[src/design/circular_deque_unit_defines.svh]
// Assertion macros for the circular deque RTL.
`ifndef CIRCULAR_DEQUE_UNIT_DEFINES_SVH
`define CIRCULAR_DEQUE_UNIT_DEFINES_SVH

`ifndef SYNTHESIS

// Same-cycle implication, disabled while reset is asserted.
`define CDQ_ASSERT_IMPL(label, clk, rst_n, ante, cons) \
    label: assert property (@(posedge clk) disable iff (!rst_n) (ante) |-> (cons)) \
        else $error("circular deque check failed");

// Next-cycle implication, disabled while reset is asserted.
`define CDQ_ASSERT_NEXT(label, clk, rst_n, ante, cons) \
    label: assert property (@(posedge clk) disable iff (!rst_n) (ante) |=> (cons)) \
        else $error("circular deque check failed");

`else

`define CDQ_ASSERT_IMPL(label, clk, rst_n, ante, cons)
`define CDQ_ASSERT_NEXT(label, clk, rst_n, ante, cons)

`endif

`endif

[src/design/cdq_pkg.sv]
// Types and constants shared by the circular deque modules.
package cdq_pkg;

    localparam int DEPTH_DEF = 16;
    localparam int DATA_W    = 32;
    localparam int CAP_W     = 5;
    localparam int OP_W      = 2;
    localparam int STAT_W    = 2;

    localparam logic [CAP_W-1:0] CAP_RESET = 5'd16;

    localparam logic [OP_W-1:0] OP_PUSH_FRONT = 2'd0;
    localparam logic [OP_W-1:0] OP_PUSH_REAR  = 2'd1;
    localparam logic [OP_W-1:0] OP_POP_FRONT  = 2'd2;
    localparam logic [OP_W-1:0] OP_POP_REAR   = 2'd3;

    localparam logic [STAT_W-1:0] STAT_DONE  = 2'd0;
    localparam logic [STAT_W-1:0] STAT_FULL  = 2'd1;
    localparam logic [STAT_W-1:0] STAT_EMPTY = 2'd2;

    typedef struct packed {
        logic [OP_W-1:0]          op;
        logic signed [DATA_W-1:0] value;
    } in_item_t;

    typedef struct packed {
        logic signed [DATA_W-1:0] data;
        logic [STAT_W-1:0]        status;
        logic [CAP_W-1:0]         occupancy;
    } out_item_t;

    typedef enum logic [1:0] {
        S_IDLE,
        S_ACCESS,
        S_FINISH
    } state_t;

    typedef struct packed {
        logic capture;
        logic exec;
        logic load_out;
        logic cfg_write;
    } cmd_t;

    typedef struct packed {
        logic out_busy;
    } sts_t;

endpackage

[src/design/cdq_ctrl.sv]
// Controller state machine that sequences one deque operation at a time.
module cdq_ctrl (
    input  logic          clk,
    input  logic          rst_n,
    input  logic          in_valid,
    input  logic          out_stall,
    input  logic          cfg_valid,
    input  cdq_pkg::sts_t sts,
    output logic          in_stall,
    output logic          cfg_ready,
    output cdq_pkg::cmd_t cmd
);

    cdq_pkg::state_t state_reg;
    cdq_pkg::state_t state_next;
    logic            out_free;

    // The output register can take a result if empty or being drained now.
    assign out_free = !sts.out_busy || !out_stall;

    always_ff @(posedge clk or negedge rst_n)
    begin
        if (!rst_n)
        begin
            state_reg <= cdq_pkg::S_IDLE;
        end
        else
        begin
            state_reg <= state_next;
        end
    end

    always_comb
    begin
        state_next = state_reg;
        case (state_reg)
            cdq_pkg::S_IDLE:
            begin
                if (in_valid)
                begin
                    state_next = cdq_pkg::S_ACCESS;
                end
            end
            cdq_pkg::S_ACCESS:
            begin
                state_next = cdq_pkg::S_FINISH;
            end
            cdq_pkg::S_FINISH:
            begin
                if (out_free)
                begin
                    state_next = cdq_pkg::S_IDLE;
                end
            end
            default:
            begin
                state_next = cdq_pkg::S_IDLE;
            end
        endcase
    end

    always_comb
    begin
        in_stall      = 1'b1;
        cfg_ready     = 1'b0;
        cmd.capture   = 1'b0;
        cmd.exec      = 1'b0;
        cmd.load_out  = 1'b0;
        cmd.cfg_write = 1'b0;
        case (state_reg)
            cdq_pkg::S_IDLE:
            begin
                in_stall      = 1'b0;
                cfg_ready     = 1'b1;
                cmd.capture   = in_valid;
                cmd.cfg_write = cfg_valid;
            end
            cdq_pkg::S_ACCESS:
            begin
                cmd.exec = 1'b1;
            end
            cdq_pkg::S_FINISH:
            begin
                cmd.load_out = out_free;
            end
            default:
            begin
                in_stall = 1'b1;
            end
        endcase
    end

endmodule

[src/design/cdq_datapath.sv]
// Datapath: slot memory, front and rear indices, occupancy and result register.
module cdq_datapath #(
    parameter int DEPTH = cdq_pkg::DEPTH_DEF
) (
    input  logic                       clk,
    input  logic                       rst_n,
    input  cdq_pkg::cmd_t              cmd,
    input  cdq_pkg::in_item_t          in_item,
    input  logic [cdq_pkg::CAP_W-1:0]  cfg_data,
    input  logic                       out_stall,
    output cdq_pkg::sts_t              sts,
    output logic                       out_valid,
    output cdq_pkg::out_item_t         out_item
);

    localparam int IW      = $clog2(DEPTH);
    localparam int XW      = (IW > cdq_pkg::CAP_W) ? IW : cdq_pkg::CAP_W;
    localparam int CAP_MAX = (DEPTH > 31) ? 31 : DEPTH;
    localparam logic [cdq_pkg::CAP_W-1:0] CAP_LIMIT = cdq_pkg::CAP_W'(CAP_MAX);
    localparam logic [cdq_pkg::CAP_W-1:0] CNT_ONE   = 5'd1;
    localparam logic [IW-1:0]             IDX_ONE   = IW'(1);

    logic signed [cdq_pkg::DATA_W-1:0] slots [DEPTH];

    logic [cdq_pkg::CAP_W-1:0]         cap_reg, cap_next;
    logic [IW-1:0]                     front_reg, front_next;
    logic [IW-1:0]                     rear_reg, rear_next;
    logic [cdq_pkg::CAP_W-1:0]         count_reg, count_next;
    logic [cdq_pkg::OP_W-1:0]          op_reg, op_next;
    logic signed [cdq_pkg::DATA_W-1:0] value_reg, value_next;
    logic [cdq_pkg::STAT_W-1:0]        stat_reg, stat_next;
    logic                              pop_reg, pop_next;
    logic signed [cdq_pkg::DATA_W-1:0] rd_data_reg;
    logic                              out_valid_reg, out_valid_next;
    cdq_pkg::out_item_t                out_item_reg, out_item_next;

    logic [cdq_pkg::CAP_W-1:0] eff_cap;
    logic [cdq_pkg::CAP_W-1:0] cap_last;
    logic [IW-1:0]             idx_last;
    logic                      front_at_last;
    logic                      rear_at_last;
    logic                      is_full;
    logic                      is_empty;
    logic                      wr_en;
    logic [IW-1:0]             wr_addr;
    logic [IW-1:0]             rd_addr;

    // A capacity of zero acts as one; anything above the store saturates.
    assign eff_cap = (cap_reg == '0) ? CNT_ONE :
                     ((cap_reg > CAP_LIMIT) ? CAP_LIMIT : cap_reg);
    assign cap_last      = eff_cap - CNT_ONE;
    assign idx_last      = IW'(XW'(cap_last));
    assign front_at_last = (XW'(front_reg) == XW'(cap_last));
    assign rear_at_last  = (XW'(rear_reg) == XW'(cap_last));
    assign is_full       = (count_reg >= eff_cap);
    assign is_empty      = (count_reg == '0);

    always_comb
    begin
        cap_next   = cap_reg;
        front_next = front_reg;
        rear_next  = rear_reg;
        count_next = count_reg;
        op_next    = op_reg;
        value_next = value_reg;
        stat_next  = stat_reg;
        pop_next   = pop_reg;
        wr_en      = 1'b0;
        wr_addr    = '0;
        rd_addr    = front_reg;

        if (cmd.cfg_write)
        begin
            // A new capacity empties the queue so indices stay in range.
            cap_next   = cfg_data;
            front_next = '0;
            rear_next  = '0;
            count_next = '0;
        end

        if (cmd.capture)
        begin
            op_next    = in_item.op;
            value_next = in_item.value;
        end

        if (cmd.exec)
        begin
            stat_next = cdq_pkg::STAT_DONE;
            pop_next  = 1'b0;
            case (op_reg)
                cdq_pkg::OP_PUSH_FRONT, cdq_pkg::OP_PUSH_REAR:
                begin
                    if (is_full)
                    begin
                        stat_next = cdq_pkg::STAT_FULL;
                    end
                    else if (is_empty)
                    begin
                        front_next = '0;
                        rear_next  = '0;
                        count_next = CNT_ONE;
                        wr_en      = 1'b1;
                        wr_addr    = '0;
                    end
                    else if (op_reg == cdq_pkg::OP_PUSH_FRONT)
                    begin
                        front_next = (front_reg == '0) ? idx_last : front_reg - IDX_ONE;
                        count_next = count_reg + CNT_ONE;
                        wr_en      = 1'b1;
                        wr_addr    = front_next;
                    end
                    else
                    begin
                        rear_next  = rear_at_last ? '0 : rear_reg + IDX_ONE;
                        count_next = count_reg + CNT_ONE;
                        wr_en      = 1'b1;
                        wr_addr    = rear_next;
                    end
                end
                cdq_pkg::OP_POP_FRONT, cdq_pkg::OP_POP_REAR:
                begin
                    if (is_empty)
                    begin
                        stat_next = cdq_pkg::STAT_EMPTY;
                    end
                    else
                    begin
                        pop_next = 1'b1;
                        rd_addr  = (op_reg == cdq_pkg::OP_POP_FRONT) ? front_reg : rear_reg;
                        if (count_reg == CNT_ONE)
                        begin
                            front_next = '0;
                            rear_next  = '0;
                            count_next = '0;
                        end
                        else if (op_reg == cdq_pkg::OP_POP_FRONT)
                        begin
                            front_next = front_at_last ? '0 : front_reg + IDX_ONE;
                            count_next = count_reg - CNT_ONE;
                        end
                        else
                        begin
                            rear_next  = (rear_reg == '0) ? idx_last : rear_reg - IDX_ONE;
                            count_next = count_reg - CNT_ONE;
                        end
                    end
                end
                default:
                begin
                    stat_next = cdq_pkg::STAT_DONE;
                end
            endcase
        end
    end

    // Result register: holds a finished transfer until the consumer takes it.
    always_comb
    begin
        out_valid_next = out_valid_reg;
        out_item_next  = out_item_reg;
        if (out_valid_reg && !out_stall)
        begin
            out_valid_next = 1'b0;
        end
        if (cmd.load_out)
        begin
            out_valid_next          = 1'b1;
            out_item_next.status    = stat_reg;
            out_item_next.occupancy = count_reg;
            if (stat_reg == cdq_pkg::STAT_EMPTY)
            begin
                out_item_next.data = '1;
            end
            else if (pop_reg)
            begin
                out_item_next.data = rd_data_reg;
            end
            else
            begin
                out_item_next.data = '0;
            end
        end
    end

    always_ff @(posedge clk or negedge rst_n)
    begin
        if (!rst_n)
        begin
            cap_reg       <= cdq_pkg::CAP_RESET;
            front_reg     <= '0;
            rear_reg      <= '0;
            count_reg     <= '0;
            out_valid_reg <= 1'b0;
        end
        else
        begin
            cap_reg       <= cap_next;
            front_reg     <= front_next;
            rear_reg      <= rear_next;
            count_reg     <= count_next;
            out_valid_reg <= out_valid_next;
        end
    end

    always_ff @(posedge clk)
    begin
        op_reg       <= op_next;
        value_reg    <= value_next;
        stat_reg     <= stat_next;
        pop_reg      <= pop_next;
        out_item_reg <= out_item_next;
    end

    // Slot memory with one write port and a registered read port.
    // The read word is held until the result load, even while the output stalls.
    always_ff @(posedge clk)
    begin
        if (wr_en)
        begin
            slots[wr_addr] <= value_reg;
        end
        if (cmd.exec)
        begin
            rd_data_reg <= slots[rd_addr];
        end
    end

    assign sts.out_busy = out_valid_reg;
    assign out_valid    = out_valid_reg;
    assign out_item     = out_item_reg;

endmodule

[src/design/circular_deque_unit.sv]
// Top level of the circular deque: controller, datapath and checks.
//
//   channel   direction  handshake             payload
//   in        input      in_valid / in_stall   in_item   (op, value)
//   out       output     out_valid / out_stall out_item  (data, status, occupancy)
//   cfg       input      cfg_valid / cfg_ready cfg_data  (capacity)
//
// After the item's transfer, the access state does the slot access with index
// update and registered memory read; the finish state then loads the result once
// the output register is free. A new item is taken only in the idle state, after
// the previous item has passed the controller's access and finish states.
// rst_n clears indices, occupancy and state and sets capacity to 16; slots are
// not cleared. A stalled result waits in its register while the next item is
// taken and worked up to its own result load.

`include "circular_deque_unit_defines.svh"

module circular_deque_unit #(
    parameter int DEPTH = cdq_pkg::DEPTH_DEF
) (
    input  logic                      clk,
    input  logic                      rst_n,
    input  logic                      in_valid,
    output logic                      in_stall,
    input  cdq_pkg::in_item_t         in_item,
    output logic                      out_valid,
    input  logic                      out_stall,
    output cdq_pkg::out_item_t        out_item,
    input  logic                      cfg_valid,
    output logic                      cfg_ready,
    input  logic [cdq_pkg::CAP_W-1:0] cfg_data
);

    cdq_pkg::cmd_t ctl_cmd;
    cdq_pkg::sts_t dp_sts;

    cdq_ctrl u_ctrl (
        .clk       (clk),
        .rst_n     (rst_n),
        .in_valid  (in_valid),
        .out_stall (out_stall),
        .cfg_valid (cfg_valid),
        .sts       (dp_sts),
        .in_stall  (in_stall),
        .cfg_ready (cfg_ready),
        .cmd       (ctl_cmd)
    );

    cdq_datapath #(
        .DEPTH (DEPTH)
    ) u_datapath (
        .clk       (clk),
        .rst_n     (rst_n),
        .cmd       (ctl_cmd),
        .in_item   (in_item),
        .cfg_data  (cfg_data),
        .out_stall (out_stall),
        .sts       (dp_sts),
        .out_valid (out_valid),
        .out_item  (out_item)
    );

    // An accepted item reaches the slot access in the following cycle.
    `CDQ_ASSERT_NEXT(a_exec_after_accept, clk, rst_n, in_valid && !in_stall, ctl_cmd.exec)

    // A new result never replaces one that is still stalled.
    `CDQ_ASSERT_IMPL(a_no_overwrite, clk, rst_n, ctl_cmd.load_out, !(out_valid && out_stall))

    // A failed pop reports all ones and an empty queue.
    `CDQ_ASSERT_IMPL(a_empty_pop, clk, rst_n,
                     out_valid && out_item.status == cdq_pkg::STAT_EMPTY,
                     out_item.data == '1 && out_item.occupancy == '0)

endmodule
[config.mk]
export PLATFORM = sky130hd
export DESIGN_NAME = circular_deque_unit
export DESIGN_NICKNAME = d
export VERILOG_FILES = /design/src/design/cdq_pkg.sv /design/src/design/cdq_ctrl.sv /design/src/design/cdq_datapath.sv /design/src/design/circular_deque_unit.sv
export VERILOG_INCLUDE_DIRS = /design/src /design/src/design
export SDC_FILE = /design/constraint.sdc
export NUM_CORES = 1
export LEC_CHECK = 0
export ABC_AREA = 1
export BUFFER_PORTS_ARGS = -buffer_cell sky130_fd_sc_hd__buf_2
export CAP_MARGIN = 5
export CORE_MARGIN = 5
export CORE_UTILIZATION = 53
export DETAILED_ROUTE_END_ITERATION = 10
export PLACE_DENSITY_LB_ADDON = 0.3
export RECOVER_POWER = 100
export SYNTH_ARGS = -nofsm -noshare
export SYNTH_HDL_FRONTEND = slang
export SYNTH_SLANG_ARGS = --single-unit
export TNS_END_PERCENT = 50
[constraint.sdc]
create_clock -name clk -period 11.1 [get_ports clk]
set_clock_uncertainty 0.1 [all_clocks]
set_input_delay 0 -clock clk [delete_from_list [all_inputs] [get_ports clk]]
set_output_delay 0 -clock clk [all_outputs]
set_load 0.05 [all_outputs]
==> flow_metrics.py, run 1 <==
metrics = {
    "worst_setup_path": {
        "r2r_start": "u_datapath.count_reg[0]",
        "max_stage_delay_ps": 2110,
        "worstPathArrival_ps": 8240,
        "crit_type": "reg -> reg",
        "r2r_cells": 14,
        "crit_end": "u_datapath.rd_data_reg[5]",
        "crit_path_start_kind": "flip-flop",
        "r2r_setup_slack_ps": 3220,
        "rr_endpoint": "u_datapath.rd_data_reg[5]",
        "cpMostUsedCell": "nand2_1",
        "cp-startpoint": "u_datapath.count_reg[0]",
        "cp-end-kind": "flip-flop",
        "slowest_stage": "clkinvlp_2",
        "cp_data_required_time_ps": 11460,
        "worstPathCellList": "inv_1 > ha_1 > nand2_1 > nor2_1 > nand2_1 > nand2_2 > nand2_1 > o21ai_4 > clkbuf_1 > clkinvlp_2 > clkbuf_1 > o211ai_1 > nand3_1 > nand2_1",
        "crit_fanout": 35,
    },
    "synthesis": {
        "ys_warn_count": 0,
        "ys_seq_area_share_pct": 72.45,
        "synth_nets": 2181,
        "yosysTopAreaCellShare_pct": 70.46,
        "syn-cell-area_um2": 26420,
        "synth_seq_cells": 641,
        "synthFlopType": "edfxtp_1",
        "synth_edf_count": 620,
        "yosys-top-cells-area": "edfxtp_1 (70%), o211ai_1 (5.9%), nand2_1 (5.3%), nand3_1 (3.8%), inv_1 (3.3%)",
        "avgSynthCellArea_um2": 12.44,
        "synth_cells": 2124,
        "yosys-top-cells-count": "edfxtp_1 (620), nand2_1 (372), inv_1 (234)",
        "synth_top_area_cell": "edfxtp_1",
        "post_synth_num_cell_types": 33,
        "synth_most_common_cell": "edfxtp_1",
        "synth-async-reset-ratio_pct": 3.276,
    },
    "sta": {
        "fmax_ghz": 0.1268,
        "maxSlewViolCount": 760,
        "relSlewSlack_pct": -140.7,
        "fin_crit_sh_pct": 71.03,
        "grt_setup_unrepaired": "false",
        "hold_violations": 0,
        "min_period_ps": 7885,
        "setup_viol": 0,
        "tightest_slew_ps": 3611,
        "setup_ws_ps": 3215,
        "hold_slack_ps": 31.97,
        "setup_tns_ps": 0,
    },
    "placement": {
        "place_congestion": 0.8616,
        "dpl.hpwl_um": 32270,
        "dp_slack_ps": 6366,
        "port_buffers": 85,
    },
    "final_layout": {
        "diodes": 0,
        "fillers": 3756,
        "multi_input_area_um2": 6010,
        "fin_nets": 2319,
        "syn_to_final_growth_pct": 14.02,
        "seqCellArea_um2": 19140,
        "largest_reg_flops": 512,
        "drive_gt1_share_pct": 9.299,
    },
    "global_route": {
        "grt_pass1_wl_um": 98600,
        "overflow": 0,
        "grt_max_degree": 145,
        "grt.total_usage_pct": 24.02,
        "top_usage_layer": "met2",
        "grt_pass1_vias": 16610,
        "globalRouteMet2Util_pct": 39.90,
        "grt_antenna_before_repair": 0,
        "gr-usage-met1_pct": 32.52,
        "use_met3_pct": 3.902,
    },
    "cts": {
        "clk_latency_ps": 590,
        "clock_sink_count": 641,
        "cts-root-buf": "clkbuf_16",
        "path_clk_slew_ps": 60,
        "cts_buffers": 66,
        "clock_path_buffers": 3,
        "cts-htree-levels": 3,
        "cts_tree": "yes",
        "postCtsSetupRepairBufs": 0,
    },
    "power": {
        "power.leakage_nw": 11.03,
        "vdd_drop_max_uv": 125.4,
        "total_power_mw": 7.413,
        "power_density_nw_per_um2": 246.1,
    },
    "detailed_routing": {
        "viasPerCell": 5.744,
        "wl_um": 65480,
        "drt_pass1_iterations": 5,
        "drc": 0,
        "first_iter_violations": 1780,
        "wl_per_cell_um": 22.00,
        "vias": 17090,
        "drt.antenna.violating_nets": 0,
    },
    "die": {
        "coreArea_um2": 49150,
        "io_pins": 86,
        "initial_core_util_pct": 53.76,
        "die_area_um2": 54420,
        "die_w_um": 233.3,
        "num_rows": 81,
        "chipHeight_um": 233.3,
    },
    "run_status": {
        "violations": "capacitance limit, slew limit",
        "status": "finished, violations left",
    },
    "min_path": {
        "hold_path_class": "in -> reg",
    },
    "run": {
        "maxCapViolCount": 24,
    },
}
area by class of cell:
type                            count  area share, %
Clock inverter                     29         0.8431
Sequential cell                   641          63.55
Clock buffer                       89          5.981
Timing Repair Buffer              183          3.933
Multi-Input combinational cell   1131          19.95
Tap cell                          664          2.758
Inverter                          239          2.990
worst max-delay path: cells and delay by family (launching register included):
kind	cells	cell delay, ps
buffers and inverters	4	5200
and+or+nand+nor	7	1170
AOI/OAI and AO/OA	2	570
DFF	1	430
adders and majority gates	1	230
cell usage in the layout, fill, tap and decap left out, types with 2 or more instances in the layout:
cell type,instances
nand2_8,2
o21ai_1,98
xor2_1,7
a21oi_1,15
inv_1,233
nand4_1,4
clkinv_2,12
clkinv_8,2
clkbuf_1,89
nand2_1,373
ha_1,13
nor2_4,12
dlygate4sd3_1,66
clkbuf_16,69
xnor2_1,2
buf_2,37
clkinv_1,11
o21ai_4,3
bufinv_16,3
o22ai_1,3
nand3_1,199
dfrtp_1,20
o211ai_1,207
edfxtp_1,620
or2_2,54
nor2_1,72
inv_2,2
a22oi_1,3
o21ai_0,56
buf_4,10
where the power goes:
group	internal [mW]	total [mW]	switching [mW]
Combinational	0.614	2.19	1.57
Sequential	2.96	3.11	0.150
Clock	1.22	2.11	0.897
Total	4.79	7.41	2.62
per-stage QoR:
| stage | utilization [%] | std cells | instance area [µm²] |
|---|---|---|---|
| floorplan | - | 2124 | 26420 |
| global placement | 56.13 | 2792 | 27590 |
| detailed placement | 56.13 | 2792 | 27590 |
| CTS | 61.66 | 2976 | 30310 |
| global route | 61.29 | 2976 | 30130 |
| finish | 61.29 | 2976 | 30130 |
layer usage:
layer / part of all wire [%] / vias to the layer above
met4: 2.7 / 0
met1: 41 / 8337
met5: 0 / -
li1: - / 7865
met2: 48 / 757
met3: 8.1 / 134
worst min path at each step:
stage                           start                  endpoint  slack [ps]  cells past startpoint
after floorplan                 rst_n       u_ctrl.state_reg[0]        -400                      0
after global placement          rst_n     u_datapath.cap_reg[0]         -80                      1
after detailed placement        rst_n   u_datapath.front_reg[3]         -80                      1
after CTS                 in_item[16]  u_datapath.value_reg[16]           1                      2
after global routing       in_item[4]   u_datapath.value_reg[4]          20                      2
final                      in_item[4]   u_datapath.value_reg[4]          30                      2
cells by family (layout without fill, tap and decap cells):
family | after synthesis | in the layout | share of synthesized area (%)
DFF | 641 | 641 | 72.45
adders and majority gates | 13 | 13 | 0.6156
and+or+nand+nor | 719 | 719 | 11.80
xor gates and xnor gates | 9 | 9 | 0.2983
buffers and inverters | 352 | 540 | 5.393
AOI/OAI and AO/OA | 390 | 390 | 9.442
what timing repair did:
action,in CTS,in global routing
hold buffers,66,0
gates resized for setup,0,0
hold endpoints to repair,81,0
No activity file was read; power rests on OpenSTA's default activity.
==> inputs of run 2 (changes only) <==
==> constraint.sdc (replaced) <==
create_clock -name clk -period 7.7 [get_ports clk]
set_clock_uncertainty 0.1 [all_clocks]
set_input_delay 0 -clock clk [delete_from_list [all_inputs] [get_ports clk]]
set_output_delay 0 -clock clk [all_outputs]
set_load 0.05 [all_outputs]
==> flow_metrics.py, run 2 (synthesis results as in run 1) <==
metrics = {
    "run_status": {
        "status": "finished, violations left",
        "violations": "capacitance limit, slew limit",
    },
    "sta": {
        "maxSlewViolCount": 281,
        "grt_setup_unrepaired": "false",
        "relSlewSlack_pct": -123.8,
        "hold_slack_ps": 26.22,
        "setup_viol": 0,
        "tightest_slew_ps": 3357,
        "fmax_ghz": 0.1682,
        "setup_ws_ps": 1753,
        "setup_tns_ps": 0,
        "fin_crit_sh_pct": 77.23,
        "min_period_ps": 5947,
        "hold_violations": 0,
    },
    "die": {
        "coreArea_um2": 49150,
        "initial_core_util_pct": 53.76,
        "chipHeight_um": 233.3,
        "io_pins": 86,
        "num_rows": 81,
        "die_w_um": 233.3,
        "die_area_um2": 54420,
    },
    "min_path": {
        "min_from": "in_item[33]",
        "holdPathStages": 2,
        "worstHoldEndpoint": "u_datapath.op_reg[1]",
        "hold_path_class": "in -> reg",
    },
    "placement": {
        "dp_slack_ps": 3126,
        "placed_cell_area_um2": 27500,
        "placedCellCount": 2780,
        "place_congestion": 0.8802,
        "dpl.hpwl_um": 34110,
        "port_buffers": 85,
    },
    "global_route": {
        "grt_antenna_before_repair": 0,
        "grt_max_degree": 169,
        "grt_pass1_wl_um": 97680,
        "grt.total_usage_pct": 23.47,
        "grt_pass1_vias": 16720,
        "overflow": 0,
    },
    "cts": {
        "path_clk_slew_ps": 60,
        "cts_tree": "yes",
        "clock_sink_count": 641,
        "cts-htree-levels": 3,
        "cts_hold_buf": 63,
        "clk_latency_ps": 600,
        "cts_buffers": 69,
        "postCtsSetupRepairBufs": 0,
        "clock_path_buffers": 3,
        "cts-root-buf": "clkbuf_16",
        "cts_resized": 0,
    },
    "worst_setup_path": {
        "r2r_start": "u_ctrl.state_reg[1]",
        "worstPathCellList": "inv_1 > nand2_1 > clkinv_1 > clkbuf_1 > nand3_1 > inv_1 > nand2_1 > inv_1 > nand2_1 > nor2_1 > buf_12",
        "max_stage_delay_ps": 2370,
        "crit_path_start_kind": "flip-flop",
        "r2r_setup_slack_ps": 1750,
        "crit_type": "reg -> reg",
        "worstPathArrival_ps": 6120,
        "r2r_cells": 11,
        "rr_endpoint": "u_datapath.slots[10][13]",
        "cp-end-kind": "flip-flop",
        "slowest_stage": "clkbuf_1",
        "crit_fanout": 48,
        "cp_data_required_time_ps": 7880,
    },
    "final_layout": {
        "diodes": 0,
        "fin_area_um2": 30230,
        "largest_reg_flops": 512,
        "final_cell_mix": "edfxtp_1 (620), nand2_1 (373), inv_1 (233)",
        "post-route-util_pct": 61.50,
        "drive_gt1_share_pct": 9.766,
        "fin_nets": 2310,
        "final_common_cell": "edfxtp_1",
        "stdcell_count": 2968,
        "syn_to_final_growth_pct": 14.41,
    },
    "detailed_routing": {
        "first_iter_violations": 1681,
        "wl_per_cell_um": 21.49,
        "drc": 0,
        "viasPerCell": 5.726,
        "vias": 17000,
        "drt_pass1_iterations": 6,
        "drt.antenna.violating_nets": 0,
        "wl_um": 63780,
    },
    "run": {
        "maxCapViolCount": 10,
    },
    "power": {
        "power.leakage_nw": 11.10,
        "vdd_drop_max_uv": 383.6,
        "power_density_nw_per_um2": 359.5,
        "total_power_mw": 10.87,
    },
}
==> run 2: power by group <==
| group | total, mW | switching, mW | internal (mW) |
|---|---|---|---|
| registers | 4.49 | 0.221 | 4.27 |
| logic | 3.19 | 2.31 | 0.880 |
| clock network | 3.19 | 1.31 | 1.87 |
| total | 10.9 | 3.85 | 7.02 |
==> run 2: how the worst max path moves through the flow <==
stage	start	endpoint	cells after the start
after global routing	u_datapath.count_reg[0]	u_datapath.rd_data_reg[18]	15
after floorplan	u_datapath.cap_reg[4]	u_datapath.slots[12][0]	16
after detailed placement	u_datapath.cap_reg[4]	u_datapath.slots[2][17]	13
final	u_ctrl.state_reg[1]	u_datapath.slots[10][13]	11
after CTS	u_datapath.cap_reg[4]	u_datapath.slots[11][29]	13
after global placement	u_datapath.cap_reg[4]	u_datapath.slots[10][15]	15
==> run 2: critical path: cells and delay by family, from the launching register on <==
family / cells / cell delay, ps
buf+inv: 6 / 3100
simple gates: 5 / 2010
flops: 1 / 390
==> run 2: layout make-up <==
| type | count | area, µm² |
|---|---|---|
| multi-input combinational | 1131 | 6017 |
| fill | 3715 | 18920 |
| tap | 664 | 830.8 |
| clock inverter | 34 | 330.3 |
| inverter | 239 | 899.6 |
| timing repair buffer | 171 | 1189 |
| clock buffer | 88 | 1819 |
| sequential | 641 | 19140 |
==> run 2: per-layer routing <==
layer	up-vias	part of all wire [%]	GRT usage, %
li1	7842	-	-
met2	650	49	38.85
met4	0	2.3	7.015
met3	111	6.8	4.218
met5	-	0	0
met1	8392	42	32.18
==> inputs of run 3 (changes only) <==
--- a/config.mk
+++ b/config.mk
@@ -6,7 +6,7 @@
 export SDC_FILE = /design/constraint.sdc
 export NUM_CORES = 1
 export LEC_CHECK = 0
-export ABC_AREA = 1
+export ABC_AREA = 0
 export BUFFER_PORTS_ARGS = -buffer_cell sky130_fd_sc_hd__buf_2
 export CAP_MARGIN = 5
 export CORE_MARGIN = 5
==> constraint.sdc (replaced) <==
create_clock -name clk -period 4.8 [get_ports clk]
set_clock_uncertainty 0.1 [all_clocks]
set_input_delay 0 -clock clk [delete_from_list [all_inputs] [get_ports clk]]
set_output_delay 0 -clock clk [all_outputs]
set_load 0.05 [all_outputs]
==> flow_metrics.py, run 3 <==
metrics = {
    "placement": {
        "placed_cell_area_um2": 27080,
        "dpl.hpwl_um": 32530,
        "port_buffers": 85,
        "place_congestion": 0.9341,
        "placedCellCount": 2180,
    },
    "worst_setup_path": {
        "crit_path_start_kind": "flip-flop",
        "r2r_setup_slack_ps": 360,
        "cpMostUsedCell": "a21oi_1",
        "cp.depth": 11,
        "crit_type": "reg -> reg",
        "cp-end-kind": "flip-flop",
        "crit_fanout": 17,
        "cp_data_required_time_ps": 4950,
        "worstPathCellList": "or3_1 > a21oi_1 > inv_1 > ha_1 > and2_0 > a21oi_1 > o221ai_1 > o31a_1 > o21a_1 > nor3_1 > clkbuf_2",
        "cp_num_buf_inv": 2,
        "path_delay_family": "compound AO/OA/AOI/OAI gates",
        "r2r_start": "u_datapath.cap_reg[3]",
        "worstPathArrival_ps": 4590,
        "slowest_stage": "clkbuf_2",
        "r2r_cells": 11,
        "crit_end": "u_datapath.slots[4][17]",
        "cp-startpoint": "u_datapath.cap_reg[3]",
        "max_stage_delay_ps": 660,
        "rr_endpoint": "u_datapath.slots[4][17]",
    },
    "final_layout": {
        "fin_nets": 1763,
        "fin_area_um2": 29750,
        "seqCellArea_um2": 19140,
        "fillers": 3427,
        "largest_reg_flops": 512,
        "stdcell_count": 2374,
        "final_common_cell": "edfxtp_1",
        "multi_input_area_um2": 5958,
        "post-route-util_pct": 62.31,
        "drive_gt1_share_pct": 13.13,
        "final_cell_mix": "edfxtp_1 (620), mux2i_1 (258), o22ai_1 (129)",
        "syn_to_final_growth_pct": 16.37,
        "diodes": 0,
    },
    "sta": {
        "fmax_ghz": 0.2254,
        "hold_violations": 0,
        "fin_crit_sh_pct": 92.44,
        "min_period_ps": 4437,
        "grt_setup_unrepaired": "false",
        "hold_slack_ps": 45.73,
        "maxSlewViolCount": 155,
        "tightest_slew_ps": 2746,
        "setup_viol": 0,
        "relSlewSlack_pct": -83.06,
    },
    "synthesis": {
        "synth_edf_count": 620,
        "synth_most_common_cell": "edfxtp_1",
        "synth_seq_cells": 641,
        "yosys-top-cells-count": "edfxtp_1 (620), mux2i_1 (259), o22ai_1 (129)",
        "syn-cell-area_um2": 25560,
        "synthFlopType": "edfxtp_1",
        "yosys-top-cells-area": "edfxtp_1 (73%), mux2i_1 (10%), o22ai_1 (3.2%), dfrtp_1 (2.0%), nand2_1 (1.4%)",
        "avgSynthCellArea_um2": 17.05,
        "post_synth_num_cell_types": 76,
        "synth-async-reset-ratio_pct": 3.276,
        "ys_warn_count": 0,
        "yosysTopAreaCellShare_pct": 72.83,
        "synth_top_area_cell": "edfxtp_1",
        "ys_seq_area_share_pct": 74.89,
        "synth_cells": 1499,
        "synth_nets": 1556,
    },
    "min_path": {
        "holdPathStages": 4,
        "hold_path_class": "in -> reg",
    },
    "power": {
        "swShare_pct": 30.72,
        "p_int_mw": 11.31,
        "seq_power_share_pct": 43.9,
        "total_power_mw": 16.32,
        "power.leakage_nw": 11.48,
        "vdd_drop_max_uv": 341.6,
        "p_switching_mw": 5.015,
        "power_density_nw_per_um2": 548.7,
        "power_frac_comb_pct": 25.1,
        "clock_power_share_pct": 31.0,
    },
    "detailed_routing": {
        "wl_per_cell_um": 24.92,
        "viasPerCell": 5.996,
        "vias": 14240,
        "drt.antenna.violating_nets": 0,
        "wl_um": 59150,
        "first_iter_violations": 1301,
        "drc": 0,
        "drt_pass1_iterations": 5,
    },
    "cts": {
        "clock_path_buffers": 3,
        "path_clk_slew_ps": 70,
        "cts-root-buf": "clkbuf_16",
        "cts_tree": "yes",
        "cts-htree-levels": 2,
        "clk_latency_ps": 630,
        "cts_buffers": 61,
        "clock_sink_count": 641,
        "cts_resized": 0,
    },
    "die": {
        "num_rows": 80,
        "die_w_um": 229.6,
        "initial_core_util_pct": 53.54,
        "die_area_um2": 52730,
        "io_pins": 86,
        "coreArea_um2": 47750,
        "chipHeight_um": 229.6,
    },
    "global_route": {
        "grt_pass1_wl_um": 88390,
        "grt_pass1_vias": 14230,
        "overflow": 0,
        "grt.total_usage_pct": 22.18,
        "grt_max_degree": 45,
        "grt_antenna_before_repair": 0,
    },
    "run_status": {
        "status": "finished, violations left",
        "violations": "capacitance limit, slew limit",
    },
    "run": {
        "maxCapViolCount": 5,
    },
}
run 3: per-layer routing:
| metal | vias to the layer above | global-route usage (%) | routed length (µm) | share of wire (%) |
|---|---|---|---|---|
| li1 | 6407 | - | - | - |
| met1 | 7198 | 30.42 | 24800 | 42 |
| met2 | 525 | 36.22 | 28540 | 48 |
| met3 | 105 | 4.038 | 4092 | 6.9 |
| met4 | 0 | 7.611 | 1716 | 2.9 |
| met5 | - | 0 | 0 | 0 |
run 3: through the flow:
step                      worst slack, ps  setup TNS [ps]
after floorplan                    -517.8          -54700
after global placement              742.7               0
after detailed placement            653.8               0
after CTS                           607.9               0
after global routing                196.0               0
final                               362.7               0
run 3: cell type report:
class | instances | area share, %
inverter | 17 | 0.2145
clock buffer | 66 | 5.266
timing repair buffer | 222 | 5.598
multi-input combinational | 763 | 20.03
sequential | 641 | 64.35
clock inverter | 50 | 1.956
tap | 615 | 2.587
run 3: worst min path at each step:
stage	start	end	slack (ps)
finish	out_stall	u_datapath.out_valid	50
global route	cfg_data[2]	u_datapath.cap_reg[2]	50
CTS	in_valid	u_ctrl.state_reg[0]	2
detailed placement	rst_n	u_ctrl.state_reg[1]	-90
global placement	rst_n	u_datapath.cap_reg[1]	-110
floorplan	rst_n	u_ctrl.state_reg[0]	-400
run 3: timing repair:
item | CTS | global route
setup buffers | 0 | 0
hold buffers | 78 | 0
endpoints found under the hold margin | 79 | 0
run 3: cell families (layout without fill, tap and decap cells):
| kind of cell | count (synthesis) | count (layout) | share of synthesized area [%] |
|---|---|---|---|
| buffers and inverters | 95 | 355 | 2.173 |
| adders and majority gates | 13 | 13 | 0.6363 |
| AOI/OAI and AO/OA | 232 | 232 | 6.642 |
| and+or+nand+nor | 246 | 246 | 5.007 |
| muxes | 265 | 265 | 10.42 |
| xor gates and xnor gates | 7 | 7 | 0.2398 |
| DFF | 641 | 641 | 74.89 |
run 3: power groups by stage:
stage	logic (mW)	registers (mW)	clock network (mW)
2_1_floorplan	2.73	7.35	0
3_3_place_gp	4.08	7.25	0
6_report	4.10	7.17	5.05
4_1_cts	4.18	7.16	5.13
5_1_grt	4.41	7.22	5.37
3_5_place_dp	4.10	7.27	0
run 3: worst register-to-register path, stage by stage (launching register included):
cell      delay [ps]
dfrtp_1          450
or3_1            430
a21oi_1          350
inv_1            110
ha_1             310
and2_0           210
a21oi_1          150
o221ai_1         190
o31a_1           430
o21a_1           240
nor3_1           420
clkbuf_2         660
